### src/hw/rtl/gppjt_pkg.sv
// Shared types, constants and the target angle table for the gait phase PD torque core.
`default_nettype none
package gppjt_pkg;

  localparam int JOINT_COUNT  = 6;
  localparam int TARGET_SCALE = 65536;
  localparam int TABLE_JOINTS = 6;
  localparam int PHASE_COUNT  = 4;

  localparam int GAIN_W   = 24;
  localparam int PERIOD_W = 21;
  localparam int STEP_W   = 16;
  localparam int JOINT_W  = 3;
  localparam int ANGLE_W  = 24;
  localparam int RATE_W   = 24;
  localparam int PHASE_W  = 2;
  localparam int TORQUE_W = 34;

  // Scaled target fits a signed 25-bit word for any scale up to 2^23 - 1.
  localparam int TARGET_W = 25;
  localparam int DIFF_W   = TARGET_W + 1;
  localparam int PTERM_W  = GAIN_W + 1 + DIFF_W;
  localparam int DTERM_W  = GAIN_W + 1 + RATE_W;
  localparam int RAW_W    = PTERM_W + 1;

  localparam logic [PERIOD_W-1:0] MIN_PERIOD = PERIOD_W'(65536);

  // Stream payload layout.
  localparam int IN_BITS     = STEP_W + JOINT_W + ANGLE_W + RATE_W;
  localparam int IN_TDATA_W  = ((IN_BITS + 7) / 8) * 8;
  localparam int OUT_BITS    = TORQUE_W + PHASE_W;
  localparam int OUT_TDATA_W = ((OUT_BITS + 7) / 8) * 8;

  // Configuration port.
  localparam int CFG_INDEX_W = 2;
  localparam int CFG_DATA_W  = GAIN_W;

  localparam logic [CFG_INDEX_W-1:0] REG_GAIN_P       = CFG_INDEX_W'(0);
  localparam logic [CFG_INDEX_W-1:0] REG_GAIN_D       = CFG_INDEX_W'(1);
  localparam logic [CFG_INDEX_W-1:0] REG_PHASE_PERIOD = CFG_INDEX_W'(2);

  localparam logic [GAIN_W-1:0]   GAIN_P_RESET       = GAIN_W'(76800);
  localparam logic [GAIN_W-1:0]   GAIN_D_RESET       = GAIN_W'(7680);
  localparam logic [PERIOD_W-1:0] PHASE_PERIOD_RESET = PERIOD_W'(1500000);

  // Round tenths * scale / 10, halves away from zero. Elaboration only.
  function automatic logic signed [TARGET_W-1:0] scale_tenths(input int tenths);
    int mag;
    int r;
    mag = (tenths < 0 ? -tenths : tenths) * TARGET_SCALE;
    r   = (mag + 5) / 10;
    return TARGET_W'(tenths < 0 ? -r : r);
  endfunction

  localparam logic signed [TARGET_W-1:0] TARGET_Q [PHASE_COUNT][TABLE_JOINTS] = '{
    '{scale_tenths(-10), scale_tenths(5),   scale_tenths(10),
      scale_tenths(-1),  scale_tenths(0),   scale_tenths(-1)},
    '{scale_tenths(-2),  scale_tenths(0),   scale_tenths(2),
      scale_tenths(0),   scale_tenths(1),   scale_tenths(0)},
    '{scale_tenths(5),   scale_tenths(-10), scale_tenths(-1),
      scale_tenths(10),  scale_tenths(-1),  scale_tenths(0)},
    '{scale_tenths(0),   scale_tenths(-2),  scale_tenths(0),
      scale_tenths(2),   scale_tenths(0),   scale_tenths(1)}
  };

  // Target angle for a phase and joint; joints beyond the table aim at zero.
  function automatic logic signed [TARGET_W-1:0] target_lookup(
    input logic [PHASE_W-1:0] phase,
    input logic [JOINT_W-1:0] joint
  );
    logic signed [TARGET_W-1:0] t;
    t = '0;
    if (int'(joint) < TABLE_JOINTS && int'(joint) < JOINT_COUNT) begin
      t = TARGET_Q[phase][joint];
    end
    return t;
  endfunction

  typedef struct packed {
    logic [PHASE_W-1:0]        phase;
    logic [JOINT_W-1:0]        joint;
    logic signed [ANGLE_W-1:0] angle;
    logic signed [RATE_W-1:0]  rate;
  } item_t;

  typedef struct packed {
    logic [PHASE_W-1:0]        phase;
    logic signed [PTERM_W-1:0] p_term;
    logic signed [DTERM_W-1:0] d_term;
  } prod_t;

endpackage
`default_nettype wire

### src/hw/rtl/gppjt_clamp_stage.sv
// Torque difference, limit clamp and the result register.
`default_nettype none
module gppjt_clamp_stage (
  input  logic                                  clk,
  input  logic                                  load,
  input  gppjt_pkg::prod_t                      prod,
  input  logic [gppjt_pkg::GAIN_W-1:0]          gain_p,
  output logic signed [gppjt_pkg::TORQUE_W-1:0] drive_torque,
  output logic [gppjt_pkg::PHASE_W-1:0]         gait_phase,
  output logic                                  was_clamped
);
  import gppjt_pkg::*;

  logic signed [RAW_W-1:0]    raw;
  logic signed [RAW_W-1:0]    lim;
  logic signed [TORQUE_W-1:0] torque_lim;
  logic signed [TORQUE_W-1:0] torque_next;
  logic                       clamped_next;

  always_comb begin
    raw        = RAW_W'(prod.p_term) - RAW_W'(prod.d_term);
    lim        = $signed({{(RAW_W - GAIN_W - 16){1'b0}}, gain_p, 16'b0});
    torque_lim = $signed({{(TORQUE_W - GAIN_W - 8){1'b0}}, gain_p, 8'b0});
    clamped_next = 1'b1;
    if (raw > lim) begin
      torque_next = torque_lim;
    end else if (raw < -lim) begin
      torque_next = -torque_lim;
    end else begin
      // floor divide by 256; within the limit it fits the result width
      torque_next  = raw[TORQUE_W+7:8];
      clamped_next = 1'b0;
    end
  end

  always_ff @(posedge clk) begin
    if (load) begin
      drive_torque <= torque_next;
      gait_phase   <= prod.phase;
      was_clamped  <= clamped_next;
    end
  end

endmodule
`default_nettype wire

### config.mk
export PLATFORM = sky130hd
export DESIGN_NAME = gppjt_clamp_stage
export DESIGN_NICKNAME = d
export VERILOG_FILES = /design/src/hw/rtl/gppjt_pkg.sv /design/src/hw/rtl/gppjt_clamp_stage.sv
export SDC_FILE = /design/constraint.sdc
export NUM_CORES = 1
export LEC_CHECK = 0
export BUFFER_PORTS_ARGS = -buffer_cell sky130_fd_sc_hd__buf_2
export CAP_MARGIN = 20
export CORE_MARGIN = 5
export CORE_UTILIZATION = 45
export DETAILED_ROUTE_END_ITERATION = 6
export PLACE_DENSITY = 0.68
export SLEW_MARGIN = 20
export SYNTH_ARGS = -nofsm -noshare
export SYNTH_HDL_FRONTEND = slang
export SYNTH_SLANG_ARGS = --single-unit
### constraint.sdc
create_clock -name clk -period 9.52 [get_ports clk]
set_input_delay 0 -clock clk [delete_from_list [all_inputs] [get_ports clk]]
set_output_delay 0 -clock clk [all_outputs]
set_load 0.01 [all_outputs]
Word-level counts from Yosys, hierarchy flattened

Index checks and enable logic that the tools add are counted.

Latch bits: 0
Word-level logic and storage cells: 12
Memory bits (read-only): 0
Memories kept: 0
Output and inout bits: 37
Bits in writable memories: 0
Bits of input ports: 128
Register bits after elaboration: 37

Bitwise operators: 0
$mul: 0
$add $sub $neg: 3
Shifts and indexed selects: 0
Div/mod/pow operators: 0
Equal/unequal tests: 0
Magnitude comparators: 2
Multiplexer cells: 3
Reductions and logical operators: 0

Operator list:

| kind                                            | count |
|---|---|
| 52-bit by 41-bit > comparator with 1-bit output | 1 |
| 52-bit < comparator                             | 1 |
| 40-bit negator with 52-bit output               | 1 |
| 51-bit by 49-bit subtractor with 52-bit output  | 1 |
| 34-bit two-way mux                              | 1 |
| 32-bit negator with 34-bit output               | 1 |
| 32-bit two-way mux                              | 1 |
| 1-bit two-way mux                               | 1 |

Longest topological paths before layout

Gate-level depths: netlist (run 1).

Word-level depth: 4
Mapped depth: 26

Worst setup path before layout (run 1)

No wires, ideal clock.

Path type: input to register
From: input prod[49] (netlist bit)
To: register drive_torque[18] (netlist bit), data pin
Setup slack: 4888 ps
Setup time: 261 ps
Data required time: 9259 ps
Stages on the path: 26
Data arrival time: 4370 ps
Cell sequence: inv_1 ha_1 inv_1 fa_1 a211oi_1 o21ai_1 nand4b_1 nand4b_1 nand2_1 nand2_1 a311o_1 xor2_1 ha_1 nand4_1 nor2_1 and4_1 nand4_1 a2111oi_0 and4_1 a21oi_2 a211oi_4 nand4_4 nand2_2 buf_6 buf_12 a21oi_2

Word-level cells in the longest chain between the ends: 4
Elaborated cells on any way between the ends: 5

RTL lines:

| item                                             | RTL line                | text |
|---|---|---|
| start, declared                                  | gppjt_clamp_stage.sv:6  | `input gppjt_pkg::prod_t prod,` |
| 51-bit by 49-bit subtractor with 52-bit output * | gppjt_clamp_stage.sv:21 | `raw = RAW_W'(prod.p_term) - RAW_W'(prod.d_term);` |
| 52-bit < comparator                              | gppjt_clamp_stage.sv:27 | `end else if (raw < -lim) begin` |
| 34-bit two-way mux                               | gppjt_clamp_stage.sv:27 |  |
| 32-bit two-way mux *                             | gppjt_clamp_stage.sv:25 | `if (raw > lim) begin` |
| net torque_next[18]                              | gppjt_clamp_stage.sv:17 | `logic signed [TORQUE_W-1:0] torque_next;` |
| end signal, assigned                             | gppjt_clamp_stage.sv:38 | `drive_torque <= torque_next;` |
| end, declared                                    | gppjt_clamp_stage.sv:8  | `output logic signed [gppjt_pkg::TORQUE_W-1:0] drive_torque,` |

Mark *: on every way through the listed nets, which the timed path passes. The rest lies on a longest branch.
A chain may end at the register's enable or synchronous reset.

Worst setup path after layout (run 1)

From: input prod[12] (netlist bit)
To: register drive_torque[21] (netlist bit), data pin

Same word-level chain as after synthesis.

==> summary.txt, run 1 <==
Slowest cell on crit path - nand2_2
vias after detailed routing - 8038
register bit count reported by yosys - 37
FMAX - 171 MHz
CTS tree - done
final setup fails - 0
XOR/XNOR Fraction of Synth Area - 0.0627
Hold EP - drive_torque[29]$_DFFE_PP_
DRT antenna net count - 0
Layout fillers - 1714
CP Cell Sequence - buf_2 -> inv_1 -> ha_1 -> a21oi_1 -> a21boi_0 -> a311oi_1 -> nand4b_1 -> nand2_1 -> nand2_1 -> a311o_1 -> xor2_1 -> ha_1 -> nand4_1 -> nor2_1 -> and4_1 -> nand4_1 -> a2111oi_0 -> and4_1 -> a21oi_2 -> a211oi_4 -> nand4_4 -> nand2_2 -> mux2_2
router iterations before antenna repair - 5
crit path launch - prod[12]
Slew @ Worst Pin - 0.829 ns
Die Footprint - 0.0198 mm²
most common cell in the synthesized netlist - ha_1
initial antenna violation count - 0
IO Pins - 165
Hold Vio Cnt, Final - 0
GRT Total Usage - 0.218
IO buf count - 164
CTS root buf - clkbuf_16
EDFF count, synth - 37
Flop pwr share - 0.220
Avg WL per Cell - 16.4 µm
core area - 0.0167 mm²
via-per-instance ratio - 5.83
top cells by area, synth - ha_1, edfxtp_1, a21oi_1
Max FO, Critical Path - 21
outcome - finished clean
Cell Int Power - 0.000546 W
GPL Wtd Cong - 0.922
diodes inserted - 0
Sink Count - 37
DR DRC count - 0
Congestion Overflow GR - 0
Synth async-reset ratio - 0
vias in the first global route - 7276
post_cts resized - 0
Comb power frac - 0.627
crit end category - register
final wirelength - 22.6 mm
pin count of the biggest net entering global routing - 49
layout cell share with drive strength beyond 1 - 0.187
post-synthesis mux area share - 0.0137
clock buffer count from CTS - 5
clock power share - 0.153
Psw - 0.000435 W
CP max stage delay - 0.51 ns
CP required - 9.54 ns
synthesized area - 0.00769 mm²
Clock Path Buffers - 2
ys flop type - edfxtp_1
post-synth top area share - 0.179
syn_area_per_cell - 7.47 µm²
Worst slew margin - 0.447
CP Data Arrival Time - 5.86 ns
Adder-Cell Fraction of Synth Area - 0.183
Lkg Pwr - 4.08 nW
die width - 141 µm
H-tree depth - 2
Final Hold Slack - 0.0586 ns
# rows - 47
Fin Setup TNS - 0 ns
cell taking the most area after synthesis - ha_1
maximum vdd drop - 100 µV
Hold Crit Start - gain_p[21]
top post-synthesis cells by count - ha_1, inv_1, a21oi_1
syn nets - 1268
utilization after layout - 0.522
starting DRC count in detailed routing - 749
Max-Cap Viols - 0
RSZ-0062 raised after global routing - false
post-route minimum period - 5.84 ns
Crit Path Category - input port to register
Clock Pin Slew Worst Setup and Hold Paths - 0.05 ns
Netlist cell types - 94
main combinational cell family by area after synthesis - compound AO/OA/AOI/OAI gates
post-synthesis simple-gate area fraction - 0.228
placed wire-length estimate - 19.1 mm
hold crit path type - input port to register
Tcrit/Tclk final - 0.613
Pwr per Cell Area - 113 mW/mm²
Switching Share - 0.443
Syn-to-layout area delta - 13.3%
height of the die - 141 µm
Synth Warn # - 0
Cells after Synth - 1029
Critical Path Source Type - input port
initial core utilization - 0.460
post-synthesis sequential area ratio - 0.145
first-pass GRT wire length - 36.3 mm
Pins Over Slew Limit - 0
hold depth - 2
Compound-Gate Fraction of Synth Area - 0.290
final net count - 1397
-- power by group through the flow --
| stage | Clock (W) | Sequential, W | Combinational (W) |
|---|---|---|---|
| global placement | 0 | 0.000220 | 0.000597 |
| finish | 0.000150 | 0.000216 | 0.000615 |
| detailed placement | 0 | 0.000219 | 0.000602 |
| CTS | 0.000153 | 0.000216 | 0.000607 |
| floorplan | 0 | 0.000234 | 0.000420 |
| global route | 0.000158 | 0.000219 | 0.000680 |
-- cell families after synthesis --
group,after synthesis
flip-flops,37
multiplexers,10
buffers and inverters,146
XOR/XNOR,55
adder cells (fa/ha/maj),112
AO/OA/AOI/OAI,323
AND/OR/NAND/NOR,346
-- metrics by stage --
stage | cell area, µm² | setup slack [ns] | instances | power, W
6_report | 8710 | 3.68 | 1378 | 0.000981
5_1_grt | 8710 | 3.26 | 1378 | 0.00106
4_1_cts | 8710 | 3.74 | 1378 | 0.000976
3_5_place_dp | 8560 | 3.49 | 1369 | 0.000822
3_3_place_gp | 8560 | 3.48 | 1369 | 0.000816
2_1_floorplan | 7690 | 4.89 | 1029 | 0.000654
-- timing repair --
item / CTS / global route
hold buffers: 2 / 0
hold endpoints to repair: 2 / 0
buffers inserted: 0 / 0
-- how the worst max path moves through the flow --
stage                                 end  depth (start not counted)
2_1_floorplan  drive_torque[18]$_DFFE_PP_                         26
3_3_place_gp   drive_torque[21]$_DFFE_PP_                         23
3_5_place_dp   drive_torque[21]$_DFFE_PP_                         23
4_1_cts        drive_torque[21]$_DFFE_PP_                         23
5_1_grt        drive_torque[21]$_DFFE_PP_                         25
6_report       drive_torque[21]$_DFFE_PP_                         23
-- cell type report --
cell class	count	area (µm²)	share of cell area
Multi-Input combinational cell	846	5970	0.685
Sequential cell	37	1110	0.128
Timing Repair Buffer	166	841	0.0965
Inverter	102	383	0.0439
Tap cell	220	275	0.0316
Clock buffer	6	129	0.0148
Clock inverter	1	3.75	0.000431
-- metal layers --
metal | vias to the layer above | global-route usage | share of wire
li1 | 4051 | - | -
met1 | 3652 | 0.344 | 0.50
met2 | 307 | 0.325 | 0.41
met3 | 28 | 0.0146 | 0.070
met4 | 0 | 0.0449 | 0.018
met5 | - | 0 | 0
-- cells in the final DEF, fill, tap and decap left out, drive strengths merged, types with 4 or more instances in the layout --
cell type	Yosys	layout
nand4	23	23
clkbuf	26	6
nor3	52	52
o21bai	5	5
nand3	18	18
a211oi	22	22
edfxtp	37	37
ha	110	110
o21ai	58	58
a31oi	6	6
and2	14	14
a21oi	111	111
xnor2	43	43
o31ai	5	5
nor2	90	90
mux2i	6	6
nand2	77	77
and4	4	4
or4	5	5
a21o	29	29
nor4	13	13
buf	18	164
mux2	4	4
a211o	7	7
nand2b	10	10
and3	12	12
or3	10	10
a21boi	4	4
o211ai	10	10
o22ai	4	4
nor2b	6	6
or2	5	5
xor2	12	12
o311ai	5	5
inv	102	102
a221oi	4	4
o21a	14	14
-- state kept, by name (all words and copies together), names as in the netlist --
register	cells
drive_torque	34
gait_phase	2
was_clamped	1
-- worst max-delay path: cells and delay by family --
| family | cells | cell delay, ns |
|---|---|---|
| compound gates | 7 | 2.13 |
| buf+inv | 2 | 0.10 |
| fa+ha+maj | 2 | 0.61 |
| xor+xnor | 1 | 0.42 |
| simple gates | 10 | 2.17 |
| mux | 1 | 0.41 |
Power figures use the tool's default switching activity.
==> run 2, diff against run 1 <==
- PLACE_DENSITY: 0.68 -> 0.71
- clock period: 9.52 -> 4.67 ns (I/O delays scaled with it)
==> run 2 against run 1 <==
First-iteration DRC count increased by 0.80%. Non-clock buffer count increased by 221. Sequential power increased by 100%. Final cell count increased by 16%. Sequential share of layout area decreased by 2.5 points. Worst setup slack got worse by 3.6 ns.
==> summary.txt, run 2 (synthesized netlist as in run 1, its figures left out) <==
Die Footprint - 0.0198 mm² (unchanged)
Cells after DPL - 1580 (+15%)
CP max stage delay - 0.43 ns (-0.08 ns)
IO buf count - 164 (unchanged)
Largest register FFs - 34 (unchanged)
vias after detailed routing - 8978 (+12%)
footprint of the multi-input gates - 0.00635 mm² (+6.4%)
Comb power frac - 0.671 (+0.044)
Flop pwr share - 0.179 (-0.041)
utilization after layout - 0.647 (+0.125)
DR DRC count - 0 (unchanged)
Cell Int Power - 0.00145 W (+160%)
Crit Path Category - input port to register
Lkg Pwr - 5.21 nW (+28%)
vias in the first global route - 8112 (+11%)
Congestion Overflow GR - 0 (unchanged)
Clock Path Buffers - 2 (unchanged)
die width - 141 µm (unchanged)
crit end category - register
Syn-to-layout area delta - 40.6%
Regs by FF count - drive_torque (34), gait_phase (2), was_clamped (1)
height of the die - 141 µm (unchanged)
# rows - 47 (unchanged)
first-pass GRT wire length - 39.5 mm (+9.1%)
Sink Count - 37 (unchanged)
commonest non-fill, non-tap cell in the layout - buf_4
Buf/Inv on CP - 4 (+2)
Slowest cell on crit path - or3_4
GRT Total Usage - 0.239 (+0.0210)
Pins Over Slew Limit - 0 (unchanged)
outcome - finished clean
CTS root buf - clkbuf_16
Layout fillers - 1524 (-11%)
Max-Cap Viols - 0 (unchanged)
Hold Vio Cnt, Final - 0 (unchanged)
most frequent cells in the layout - buf_4, buf_2, ha_1
final setup fails - 0 (unchanged)
Tcrit/Tclk final - 0.973
pin count of the biggest net entering global routing - 38 (-22%)
Top Family by Delay on Critical Path - simple AND/OR/NAND/NOR gates
initial core utilization - 0.460 (unchanged)
Clock Pin Slew Worst Setup and Hold Paths - 0.05 ns (about the same)
Critical Path Source Type - input port
RSZ-0062 raised after global routing - true
CP required - 4.70 ns (-4.84 ns)
starting DRC count in detailed routing - 755 (+0.80%)
Non-Filler Instances - 1602 (+16%)
router iterations before antenna repair - 5 (unchanged)
total chip power - 0.00246 W (+150%)
FF/Latch Area - 0.00111 mm² (unchanged)
placed wire-length estimate - 21.4 mm (+12%)
Switching Share - 0.412 (-0.0315)
core area - 0.0167 mm² (unchanged)
H-tree depth - 2 (unchanged)
Slew @ Worst Pin - 0.812 ns (-0.0171 ns)
hold crit path type - input port to register
DRT antenna net count - 0 (unchanged)
initial antenna violation count - 0 (unchanged)
CP Cell Sequence - buf_2 -> inv_1 -> ha_1 -> nand4_1 -> or3_1 -> or3_4 -> a211o_1 -> a41o_1 -> xnor2_1 -> ha_1 -> nand2_1 -> or3_1 -> nor4_2 -> nand2_1 -> o211ai_1 -> mux2_2 -> buf_12 -> buf_4 -> nor2_1 -> a21oi_1 -> a21oi_2
CP Data Arrival Time - 4.57 ns (-1.29 ns)
final net count - 1620 (+16%)
clock power share - 0.150 (-0.003)
final wirelength - 25.9 mm (+15%)
clock buffer count from CTS - 5 (unchanged)
maximum vdd drop - 247 µV (+150%)
Pwr per Cell Area - 227 mW/mm² (+100%)
Psw - 0.00101 W (+130%)
post-route minimum period - 4.54 ns
Avg WL per Cell - 16.2 µm (-1.2%)
via-per-instance ratio - 5.60 (-3.9%)
CTS tree - done
GPL Wtd Cong - 0.983 (+6.6%)
IO Pins - 165 (unchanged)
largest register by flop count - drive_torque
layout cell share with drive strength beyond 1 - 0.360 (+0.172)
Fin Setup TNS - 0 ns (unchanged)
diodes inserted - 0 (unchanged)
Worst slew margin - 0.450 (+0.00283)
Max FO, Critical Path - 15 (-29%)
FMAX - 220 MHz
==> run 2: layer usage <==
| layer | wire length, µm | vias to the layer above | share of wire | GRT usage |
|---|---|---|---|---|
| met4 | 435 | 0 | 0.017 | 0.0602 |
| met1 | 12100 | 4065 | 0.47 | 0.353 |
| li1 | - | 4487 | - | - |
| met2 | 11400 | 390 | 0.44 | 0.376 |
| met5 | 0 | - | 0 | 0 |
| met3 | 2020 | 36 | 0.078 | 0.0213 |
==> run 2: cell type report <==
cell class                      instances  area share
Clock buffer                            6      0.0119
Multi-Input combinational cell        848       0.588
Sequential cell                        37       0.103
Clock inverter                          2     0.00313
Tap cell                              220      0.0255
Timing Repair Buffer                  387       0.234
Inverter                              102      0.0354
==> run 2: metrics by stage <==
stage | setup slack, ns | cell area, µm² | hold slack (ns)
floorplan | 0.0381 | 7690 | 0.0989
global route | -0.0636 | 10800 | 0.0703
detailed placement | -0.471 | 10200 | 0.181
global placement | -0.288 | 10200 | 0.178
CTS | 0.000850 | 10400 | 0.0657
finish | 0.128 | 10800 | 0.0685
==> run 2: power groups by stage <==
stage	Clock (W)	Combinational [W]	Sequential, W
2_1_floorplan	0	0.000856	0.000477
3_3_place_gp	0	0.00149	0.000447
3_5_place_dp	0	0.00152	0.000448
4_1_cts	0.000372	0.00154	0.000442
5_1_grt	0.000384	0.00179	0.000446
6_report	0.000369	0.00165	0.000441
==> run 2: worst paths after layout <==
path,startpoint,to,depth (start not counted)
setup / recovery,prod[23],drive_torque[16]$_DFFE_PP_,21
hold / removal,gain_p[21],drive_torque[29]$_DFFE_PP_,2
==> run 2: timing repair <==
| action | 4_1_cts | 5_1_grt |
|---|---|---|
| gates resized for setup | 11 | 70 |
| cloned | 1 | 1 |
| setup endpoints to repair | 34 | 35 |
| hold endpoints to repair | 2 | 0 |
| pin swaps | 10 | 29 |
| buffers inserted | 0 | 10 |
| hold buffers | 2 | 0 |
