[src/hw/rtl/gppjt_pkg.sv]
// Shared types, constants and the target angle table for the gait phase PD torque core.
`default_nettype none
package gppjt_pkg;

  localparam int JOINT_COUNT  = 6;
  localparam int TARGET_SCALE = 65536;
  localparam int TABLE_JOINTS = 6;
  localparam int PHASE_COUNT  = 4;

  localparam int GAIN_W   = 24;
  localparam int PERIOD_W = 21;
  localparam int STEP_W   = 16;
  localparam int JOINT_W  = 3;
  localparam int ANGLE_W  = 24;
  localparam int RATE_W   = 24;
  localparam int PHASE_W  = 2;
  localparam int TORQUE_W = 34;

  // Scaled target fits a signed 25-bit word for any scale up to 2^23 - 1.
  localparam int TARGET_W = 25;
  localparam int DIFF_W   = TARGET_W + 1;
  localparam int PTERM_W  = GAIN_W + 1 + DIFF_W;
  localparam int DTERM_W  = GAIN_W + 1 + RATE_W;
  localparam int RAW_W    = PTERM_W + 1;

  localparam logic [PERIOD_W-1:0] MIN_PERIOD = PERIOD_W'(65536);

  // Stream payload layout.
  localparam int IN_BITS     = STEP_W + JOINT_W + ANGLE_W + RATE_W;
  localparam int IN_TDATA_W  = ((IN_BITS + 7) / 8) * 8;
  localparam int OUT_BITS    = TORQUE_W + PHASE_W;
  localparam int OUT_TDATA_W = ((OUT_BITS + 7) / 8) * 8;

  // Configuration port.
  localparam int CFG_INDEX_W = 2;
  localparam int CFG_DATA_W  = GAIN_W;

  localparam logic [CFG_INDEX_W-1:0] REG_GAIN_P       = CFG_INDEX_W'(0);
  localparam logic [CFG_INDEX_W-1:0] REG_GAIN_D       = CFG_INDEX_W'(1);
  localparam logic [CFG_INDEX_W-1:0] REG_PHASE_PERIOD = CFG_INDEX_W'(2);

  localparam logic [GAIN_W-1:0]   GAIN_P_RESET       = GAIN_W'(76800);
  localparam logic [GAIN_W-1:0]   GAIN_D_RESET       = GAIN_W'(7680);
  localparam logic [PERIOD_W-1:0] PHASE_PERIOD_RESET = PERIOD_W'(1500000);

  // Round tenths * scale / 10, halves away from zero. Elaboration only.
  function automatic logic signed [TARGET_W-1:0] scale_tenths(input int tenths);
    int mag;
    int r;
    mag = (tenths < 0 ? -tenths : tenths) * TARGET_SCALE;
    r   = (mag + 5) / 10;
    return TARGET_W'(tenths < 0 ? -r : r);
  endfunction

  localparam logic signed [TARGET_W-1:0] TARGET_Q [PHASE_COUNT][TABLE_JOINTS] = '{
    '{scale_tenths(-10), scale_tenths(5),   scale_tenths(10),
      scale_tenths(-1),  scale_tenths(0),   scale_tenths(-1)},
    '{scale_tenths(-2),  scale_tenths(0),   scale_tenths(2),
      scale_tenths(0),   scale_tenths(1),   scale_tenths(0)},
    '{scale_tenths(5),   scale_tenths(-10), scale_tenths(-1),
      scale_tenths(10),  scale_tenths(-1),  scale_tenths(0)},
    '{scale_tenths(0),   scale_tenths(-2),  scale_tenths(0),
      scale_tenths(2),   scale_tenths(0),   scale_tenths(1)}
  };

  // Target angle for a phase and joint; joints beyond the table aim at zero.
  function automatic logic signed [TARGET_W-1:0] target_lookup(
    input logic [PHASE_W-1:0] phase,
    input logic [JOINT_W-1:0] joint
  );
    logic signed [TARGET_W-1:0] t;
    t = '0;
    if (int'(joint) < TABLE_JOINTS && int'(joint) < JOINT_COUNT) begin
      t = TARGET_Q[phase][joint];
    end
    return t;
  endfunction

  typedef struct packed {
    logic [PHASE_W-1:0]        phase;
    logic [JOINT_W-1:0]        joint;
    logic signed [ANGLE_W-1:0] angle;
    logic signed [RATE_W-1:0]  rate;
  } item_t;

  typedef struct packed {
    logic [PHASE_W-1:0]        phase;
    logic signed [PTERM_W-1:0] p_term;
    logic signed [DTERM_W-1:0] d_term;
  } prod_t;

endpackage
`default_nettype wire

[src/hw/rtl/gppjt_phase_timer.sv]
// Microsecond gait timer and phase counter.
`default_nettype none
module gppjt_phase_timer (
  input  logic                            clk,
  input  logic                            rst,
  input  logic                            step_en,
  input  logic [gppjt_pkg::STEP_W-1:0]    time_step,
  input  logic [gppjt_pkg::PERIOD_W-1:0]  phase_period,
  output logic [gppjt_pkg::PHASE_W-1:0]   phase_now,
  output logic [gppjt_pkg::PHASE_W-1:0]   phase_number
);
  import gppjt_pkg::*;

  logic [PERIOD_W-1:0] time_in_phase;
  logic [PERIOD_W-1:0] time_in_phase_next;
  logic [PHASE_W-1:0]  phase_number_next;
  logic [PERIOD_W-1:0] period;
  logic [PERIOD_W:0]   sum;
  logic [PERIOD_W:0]   rem;

  always_comb begin
    period = (phase_period < MIN_PERIOD) ? MIN_PERIOD : phase_period;
    sum    = {1'b0, time_in_phase} + {{(PERIOD_W + 1 - STEP_W){1'b0}}, time_step};
    rem    = sum - {1'b0, period};
    phase_number_next  = phase_number;
    time_in_phase_next = sum[PERIOD_W-1:0];
    if (sum >= {1'b0, period}) begin
      phase_number_next = phase_number + PHASE_W'(1);
      // timer still past a lowered period: restart the phase
      time_in_phase_next = (rem >= {1'b0, period}) ? '0 : rem[PERIOD_W-1:0];
    end
    phase_now = step_en ? phase_number_next : phase_number;
  end

  always_ff @(posedge clk) begin
    if (rst) begin
      phase_number  <= '0;
      time_in_phase <= '0;
    end else if (step_en) begin
      phase_number  <= phase_number_next;
      time_in_phase <= time_in_phase_next;
    end
  end

endmodule
`default_nettype wire

[config.mk]
export PLATFORM = sky130hd
export DESIGN_NAME = gppjt_phase_timer
export DESIGN_NICKNAME = d
export VERILOG_FILES = /design/src/hw/rtl/gppjt_pkg.sv /design/src/hw/rtl/gppjt_phase_timer.sv
export SDC_FILE = /design/constraint.sdc
export NUM_CORES = 1
export LEC_CHECK = 0
export ABC_AREA = 1
export BUFFER_PORTS_ARGS = -buffer_cell sky130_fd_sc_hd__buf_2
export CAP_MARGIN = 20
export CORE_MARGIN = 2
export CORE_UTILIZATION = 50
export CTS_CLUSTER_DIAMETER = 80
export CTS_CLUSTER_SIZE = 25
export DETAILED_ROUTE_END_ITERATION = 10
export PLACE_DENSITY = 0.69
export SLEW_MARGIN = 0
export SYNTH_ARGS = -nofsm -noshare
export SYNTH_HDL_FRONTEND = slang
export SYNTH_SLANG_ARGS = --single-unit
export TNS_END_PERCENT = 50
[constraint.sdc]
create_clock -name clk -period 14.1 [get_ports clk]
set_input_delay 0.705 -clock clk [delete_from_list [all_inputs] [get_ports clk]]
set_output_delay 0.705 -clock clk [all_outputs]
set_load 0.005 [all_outputs]
### After elaboration in Yosys (flattened, before gate mapping)

Cells that the tools add are included.
W data, S select, Z words.

| cells by class | value |
|---|---|
| add/sub/neg operators | 3 |
| $lt $le $gt $ge | 3 |
| mux-type cells | 5 |

Operators by type and width:

| operator | count |
|---|---|
| $mux W21 | 3 |
| $ge A22 B21 Y1 | 2 |
| $add A21 B16 Y22 | 1 |
| $sub A22 B21 Y22 | 1 |
| $lt A21 B17 Y1 const B | 1 |
| $mux W2 | 2 |
| $add A2 B1 Y2 const B | 1 |

| storage, ports and cells | value |
|---|---|
| register bits | 23 |
| input bits | 40 |
| output and inout bits | 4 |
| logic and storage cells | 13 |

### Depth between registers and ports, before layout

Gate-level depths: netlist of the first run.

| depth | value |
|---|---|
| word-level depth | 6 |
| depth in mapped cells | 35 |
| mapped depth without buffers | 33 |

### Worst setup path after synthesis of the first run

No wires, ideal clock.

| timing path | value |
|---|---|
| kind | input port to flip-flop |
| start | input port time_step[2] in the netlist's numbering |
| end | register time_in_phase[18] |
| setup time | 0.064 ns |
| arrival time | 4.907 ns |
| data required time | 14.036 ns |
| slack | 9.129 ns |
| stages | 35 |
| buffers on the path | 2 |
| path through | ha_1 > buf_2 > nand2_1 > nand2_1 > a31oi_1 > o21ai_1 > a31oi_1 > xor2_1 > inv_1 > ha_1 > nand2_1 > inv_1 > a21oi_1 > nand2_1 > a31oi_1 > nor2_1 > nand2_1 > nand2_1 > nand2_1 > nand2_2 > nand2_1 > nand2_1 > nand2_1 > nand2_1 > ha_1 > a21oi_1 > o21ai_0 > a221oi_1 > nand2_1 > a21oi_1 > nand3_4 > buf_6 > nor2_1 > nor2_1 > nor2_1 |

| on the way | value |
|---|---|
| cells in the longest elaborated chain, start to end | 5 |
| elaborated cells on any way between the ends | 6 |
| those cells by class | add/sub (2); order compare (2); mux (2) |

Ends and longest elaborated chain:

| element | line | RTL |
|---|---|---|
| from (decl) | gppjt_phase_timer.sv:7 | `input logic [gppjt_pkg::STEP_W-1:0] time_step,` |
| $add A21 B16 Y22 * | gppjt_phase_timer.sv:23 | `sum = {1'b0, time_in_phase} + {{(PERIOD_W + 1 - STEP_W){1'b0}}, time_step};` |
| $sub A22 B21 Y22 | gppjt_phase_timer.sv:24 | `rem = sum - {1'b0, period};` |
| $ge A22 B21 Y1 | gppjt_phase_timer.sv:30 | `time_in_phase_next = (rem >= {1'b0, period}) ? '0 : rem[PERIOD_W-1:0];` |
| $mux W21 | gppjt_phase_timer.sv:30 |  |
| $mux W21 * | gppjt_phase_timer.sv:27 | `if (sum >= {1'b0, period}) begin` |
| to (signal assigned) | gppjt_phase_timer.sv:41 | `time_in_phase <= time_in_phase_next;` |
| to (decl) | gppjt_phase_timer.sv:14 | `logic [PERIOD_W-1:0] time_in_phase;` |

Every way passes the cells marked *; elsewhere a longest branch is shown, timed or not.
A chain may end at the register's enable or synchronous reset.

### Final worst setup path of the first run

| timing path | value |
|---|---|
| start | input port time_step[2] in the netlist's numbering |
| end | register time_in_phase[14] |

The elaborated chain is that of the path after synthesis.

==> results_dict.tcl, run 1 <==
set metrics [dict create \
    status "completed" \
    drt-vias-per-instance 5.26 \
    postCtsSetupBuffers 0 \
    multi_input_comb_area_um2 3400 \
    critical_path.most_common_cell "sky130_fd_sc_hd__nand2_1" \
    power_switching_uw 294 \
    netSwitchingFraction 0.551 \
    final_period_minus_worst_setup_slack_ps 5670 \
    cp_slowest_cell "sky130_fd_sc_hd__ha_1" \
    power.sequential.fraction 0.146 \
    io-pin-count 44 \
    max-cap-violations 0 \
    final_layout_size_suffix_gt1_frac 0.143 \
    h-tree-depth 1 \
    setup-tns-final_ps 0 \
    layout_setup_ws_ps 8430 \
    first_iter_violations 208 \
    cp_data_required_time_ps 14300 \
    synth_ff_type "sky130_fd_sc_hd__dfxtp_1" \
    place.detailed.hpwl_um 10000 \
    top_achievable_clock_speed_mhz 176 \
    post_synth_inst_count 743 \
    coreArea_um2 8590 \
    power_frac_clock 0.077 \
    worstSetupStartpointType "input pin" \
    synth_seq_area_share 0.106 \
    std_cell_rows 34 \
    synthToLayoutAreaGrowth_pct 7.32 \
    die_w_um 97.4 \
    insertedDiodeCount 0 \
    die_height_um 97.4 \
    clock_path_buffers 2 \
    gpl.final_weighted_congestion 0.930 \
    grt_antenna_before_repair 0 \
    layout_commonest_cell "sky130_fd_sc_hd__nand2_1" \
    drt_pre_antenna_iters 4 \
    place_worst_setup_slack_ps 8270 \
    postCtsResizedCells 0 \
    clk_latency_ps 270 \
    holdBufCountCts 0 \
    maxSlewViolCount 0 \
    timing.critical_path.slowest_cell_delay_ps 380 \
    combPwrFrac 0.776 \
    cellLeakagePower_nw 2.62 \
    grt_use_total 0.255 \
    worst-path-max-fanout 7 \
    final-hold-violation-count 0 \
    netlist-cell-type-count 37 \
    grt_overflow 0 \
    routed_wire_length_per_instance_um 13.2 \
    first_global_vias 4472 \
    finalCritPeriodShare 0.402 \
    grt_start_max_net_pins 44 \
    finalClockSkew_ps 3.38 \
    path_clk_slew_ps 80 \
    post-route-drc-count 0 \
    power_uw 533 \
    tightestPinTransition_ps 652 \
    finalSetupViolCount 0 \
    nNetsFinal 875 \
    drtAntennaViolNets 0 \
    unrepaired_setup_endpoints_after_global_routing "false" \
    power.ir.vdd_worst_uv 48.3 \
    cp_data_arrival_time_ps 5870 \
    p_per_area_nw_per_um2 114 \
    io_buffers 43 \
    synth_warnings 0 \
    ys_ff_latch 23 \
    drt_wl_total_um 11700 \
    cts_root_buf "sky130_fd_sc_hd__clkbuf_8" \
    cts_inserted_buffers 3 \
    critPathCaptureType "flip-flop" \
    global_route_wire_length_before_repair_um 20300 \
    fill_cell_count 931 \
    layout_common_cells "sky130_fd_sc_hd__nand2_1 (197), sky130_fd_sc_hd__inv_1 (100), sky130_fd_sc_hd__nor2_1 (93)" \
    whs_ps 518 \
    area_of_all_sequential_standard_cells_um2 460 \
    clock_sink_count 23 \
    internal-power_uw 240 \
    slew-limit-headroom 0.565 \
    area_of_the_mapped_netlist_um2 4360 \
    synth.net_count 839 \
    tritoncts "built" \
    dr_total_vias 4660 \
    initial_utilization 0.507 \
    synth.avg_cell_area_um2 5.87 \
    timing.setup.critical_path_class "input pin to flip-flop" \
    timing.hold.worst.class "flip-flop to flip-flop" \
    synth-edff-count 0 \
    floorplan.die_area_um2 9480 \
    postSynth.asyncResetShare 0 \
    post-place-cells 882 \
    finish.cell_count_without_fillers 886 \
]
-- worst paths after layout --
| check | slack (ps) | cells after the start | startpoint | end |
|---|---|---|---|---|
| hold reg to reg | 520 | 2 | phase_number[1] | phase_number[1] |
| hold / removal | 520 | 2 | phase_number[1] | phase_number[1] |
| setup reg to reg | 8660 | 33 | time_in_phase[2] | time_in_phase[14] |
| setup / recovery | 8430 | 34 | time_step[2] | time_in_phase[14] |
-- cell usage after synthesis, types with 3 or more instances --
library cell	count	area share
sky130_fd_sc_hd__a21oi_1	39	0.045
sky130_fd_sc_hd__a21oi_2	5	0.010
sky130_fd_sc_hd__a31oi_1	4	0.0057
sky130_fd_sc_hd__buf_6	4	0.010
sky130_fd_sc_hd__clkbuf_1	7	0.0060
sky130_fd_sc_hd__dfxtp_1	23	0.11
sky130_fd_sc_hd__ha_1	54	0.16
sky130_fd_sc_hd__inv_1	100	0.086
sky130_fd_sc_hd__inv_2	11	0.0095
sky130_fd_sc_hd__nand2_1	197	0.17
sky130_fd_sc_hd__nand2_2	20	0.029
sky130_fd_sc_hd__nand3_1	53	0.061
sky130_fd_sc_hd__nand3_2	12	0.028
sky130_fd_sc_hd__nand4_1	10	0.014
sky130_fd_sc_hd__nor2_1	93	0.080
sky130_fd_sc_hd__nor2_2	9	0.013
sky130_fd_sc_hd__nor2_4	3	0.0078
sky130_fd_sc_hd__nor3_1	3	0.0034
sky130_fd_sc_hd__o211ai_1	3	0.0052
sky130_fd_sc_hd__o21ai_0	36	0.041
sky130_fd_sc_hd__o21ai_1	9	0.010
sky130_fd_sc_hd__xnor2_1	9	0.018
sky130_fd_sc_hd__xor2_1	19	0.038
-- metal layers --
layer | wire length (um) | share of wire | GRT usage
met5 | 0 | 0 | 0
met4 | 158 | 0.013 | 0.0566
met3 | 592 | 0.051 | 0.0151
met2 | 4840 | 0.41 | 0.396
met1 | 6130 | 0.52 | 0.386
-- final cells by class --
class | instances | share of cell area
multi-input combinational | 597 | 0.728
timing repair buffer | 43 | 0.0460
inverter | 111 | 0.0891
sequential | 23 | 0.0984
clock buffer | 4 | 0.00963
tap | 108 | 0.0289
-- power groups by stage --
stage                     Clock, mW  Combinational (mW)  Sequential [mW]
after global placement            0               0.404           0.0790
after global routing         0.0449               0.477           0.0789
after detailed placement          0               0.408           0.0793
after floorplan                   0               0.323           0.0770
after CTS                    0.0424               0.410           0.0778
final                        0.0412               0.414           0.0780
-- per-stage QoR --
stage	utilization	area, um^2
2_1_floorplan	-	4360
3_3_place_gp	0.539	4630
5_1_grt	0.544	4680
4_1_cts	0.544	4680
6_report	0.544	4680
3_5_place_dp	0.539	4630
-- worst max-delay path: cells and delay by family --
family | cells | cell delay (ps)
buffers and inverters | 3 | 250
adders and majority gates | 3 | 1070
and+or+nand+nor | 17 | 1580
xor gates and xnor gates | 1 | 280
AOI/OAI and AO/OA | 10 | 1990
-- logic make-up after synthesis --
family / Yosys count / share of synthesized area
AO/OA/AOI/OAI: 102 / 0.128
adder cells (fa/ha/maj): 56 / 0.164
flip-flops: 23 / 0.106
buffers and inverters: 123 / 0.113
XOR/XNOR: 28 / 0.0563
AND/OR/NAND/NOR: 411 / 0.433
-- flip-flops by register name (all words and copies together), names as in the netlist --
register	cells
phase_number	2
time_in_phase	21
(Power assumes the default switching activity.)
==> inputs of run 2 (changes only) <==
- clock period: 14.1 -> 5.7 ns (I/O delays scaled with it)
==> results_dict.tcl, run 2 (synthesized netlist as in run 1, its figures left out) <==
set metrics [dict create \
    critPathCaptureType "flip-flop" \
    clock_path_buffers 2 \
    whs_ps 192 \
    regMostFlops "time_in_phase" \
    grt_antenna_before_repair 0 \
    layout_common_cells "sky130_fd_sc_hd__nand2_1 (197), sky130_fd_sc_hd__inv_1 (100), sky130_fd_sc_hd__nor2_1 (92)" \
    path_clk_slew_ps 90 \
    final_layout_size_suffix_gt1_frac 0.153 \
    drtAntennaViolNets 0 \
    stdcell_area_um2 4750 \
    gpl.final_weighted_congestion 0.910 \
    worst-path-max-fanout 9 \
    combPwrFrac 0.783 \
    timing.hold.worst.class "input pin to flip-flop" \
    insertedDiodeCount 0 \
    io_buffers 43 \
    io-pin-count 44 \
    routed_wire_length_per_instance_um 13.6 \
    drt_wl_total_um 12100 \
    initial_utilization 0.507 \
    max-cap-violations 0 \
    finalClockSkew_ps 6.41 \
    maxSlewViolCount 0 \
    finalCritPeriodShare 0.896 \
    post-route-drc-count 0 \
    cp_data_required_time_ps 5910 \
    place.detailed.hpwl_um 10200 \
    coreArea_um2 8590 \
    tritoncts "built" \
    cts_inserted_buffers 3 \
    nNetsFinal 880 \
    std_cell_rows 34 \
    cellLeakagePower_nw 2.64 \
    netSwitchingFraction 0.551 \
    first_iter_violations 249 \
    worstSetupStartpointType "flip-flop" \
    synthToLayoutAreaGrowth_pct 9.02 \
    h-tree-depth 1 \
    holdBufCountCts 0 \
    r2r-end "time_in_phase[15]" \
    power_mw 1.37 \
    layout_commonest_cell "sky130_fd_sc_hd__nand2_1" \
    flip_flop_count_of_the_largest_register_after_layout 21 \
    grt_start_max_net_pins 44 \
    worstReg2RegStart "time_in_phase[2]" \
    p_per_area_nw_per_um2 288 \
    die_w_um 97.4 \
    holdCritStartpoint "rst" \
    top_achievable_clock_speed_mhz 196 \
    power.sequential.fraction 0.141 \
    setup-tns-final_ps 0 \
    global_route_wire_length_before_repair_um 20300 \
    cts_root_buf "sky130_fd_sc_hd__clkbuf_8" \
    cp_data_arrival_time_ps 5320 \
    timing.critical_path.slowest_cell_delay_ps 390 \
    drt_pre_antenna_iters 5 \
    clk_latency_ps 270 \
    timing.setup.critical_path_class "flip-flop to flip-flop" \
    cp_slowest_cell "sky130_fd_sc_hd__ha_1" \
    post_detailed_placement_cell_area_um2 4650 \
    dr_total_vias 4749 \
    slew-limit-headroom 0.572 \
    reg2reg_depth 34 \
    grt_overflow 0 \
    power_frac_clock 0.076 \
    internal-power_uw 613 \
    clock_sink_count 23 \
    drt-vias-per-instance 5.33 \
    hold_depth 2 \
    worst_setup_path_startpoint "time_in_phase[2]" \
    finalSetupViolCount 0 \
    die_height_um 97.4 \
    grt_use_total 0.252 \
    power_switching_uw 753 \
    worst_hold_path.endpoint "phase_number[1]" \
    first_global_vias 4357 \
    floorplan.die_area_um2 9480 \
    status "completed" \
    ff2ff_setup_slack_ps 590 \
    tightestPinTransition_ps 643 \
    reg_top3 "time_in_phase (21), phase_number (2)" \
    critical_path.most_common_cell "sky130_fd_sc_hd__nand2_1" \
    power.ir.vdd_worst_uv 104 \
    final_period_minus_worst_setup_slack_ps 5110 \
    final-hold-violation-count 0 \
    fill_cell_count 887 \
]
==> run 2: cell count changes in the layout (fill, tap and decap cells not counted), sizes merged <==
cell	previous run	this run
buf	43	47
nand3	67	68
==> run 2: stage by stage <==
| step | cells | setup WS [ps] | util |
|---|---|---|---|
| 2_1_floorplan | 743 | 1150 | - |
| 3_3_place_gp | 884 | 520 | 0.541 |
| 3_5_place_dp | 884 | 440 | 0.541 |
| 4_1_cts | 888 | 512 | 0.546 |
| 5_1_grt | 891 | -6.74 | 0.553 |
| 6_report | 891 | 591 | 0.553 |
==> run 2: worst max-delay path: cells and delay by family (launching register included) <==
| kind | cells | cell delay (ps) |
|---|---|---|
| fa+ha+maj | 3 | 1060 |
| xor+xnor | 1 | 260 |
| simple gates | 18 | 1600 |
| flops | 1 | 320 |
| compound gates | 9 | 1540 |
| buf+inv | 3 | 290 |
==> run 2: repair_timing <==
action	4_1_cts	5_1_grt
endpoints found under the hold margin	0	0
gates resized for setup	0	6
setup buffers	0	2
setup endpoints to repair	0	21
==> run 2: final cells by class <==
cell class                      instances  area, um^2  area share
Tap cell                              108         135      0.0284
Timing Repair Buffer                   47         245      0.0516
Sequential cell                        23         460      0.0969
Multi-Input combinational cell        598        3450       0.726
Inverter                              111         417      0.0877
Clock buffer                            4        45.0     0.00948
==> run 2: worst max-delay path by stage <==
stage,to,slack [ps]
4_1_cts,time_in_phase[9],510
2_1_floorplan,time_in_phase[18],1150
3_3_place_gp,time_in_phase[20],520
5_1_grt,time_in_phase[11],-7
6_report,time_in_phase[15],590
3_5_place_dp,time_in_phase[14],440
==> run 2: metal layers <==
| metal | vias to the layer above | track usage | part of all wire |
|---|---|---|---|
| li1 | 2480 | - | - |
| met1 | 2126 | 0.385 | 0.51 |
| met2 | 126 | 0.398 | 0.43 |
| met3 | 17 | 0.00719 | 0.044 |
| met4 | 0 | 0.0502 | 0.020 |
| met5 | - | 0 | 0 |
==> run 2: power groups by stage <==
stage | registers (mW) | clock network, mW | logic (mW)
after floorplan | 0.191 | 0 | 0.798
after global placement | 0.195 | 0 | 0.998
after detailed placement | 0.196 | 0 | 1.02
after CTS | 0.192 | 0.103 | 1.03
after global routing | 0.195 | 0.109 | 1.22
final | 0.193 | 0.103 | 1.07
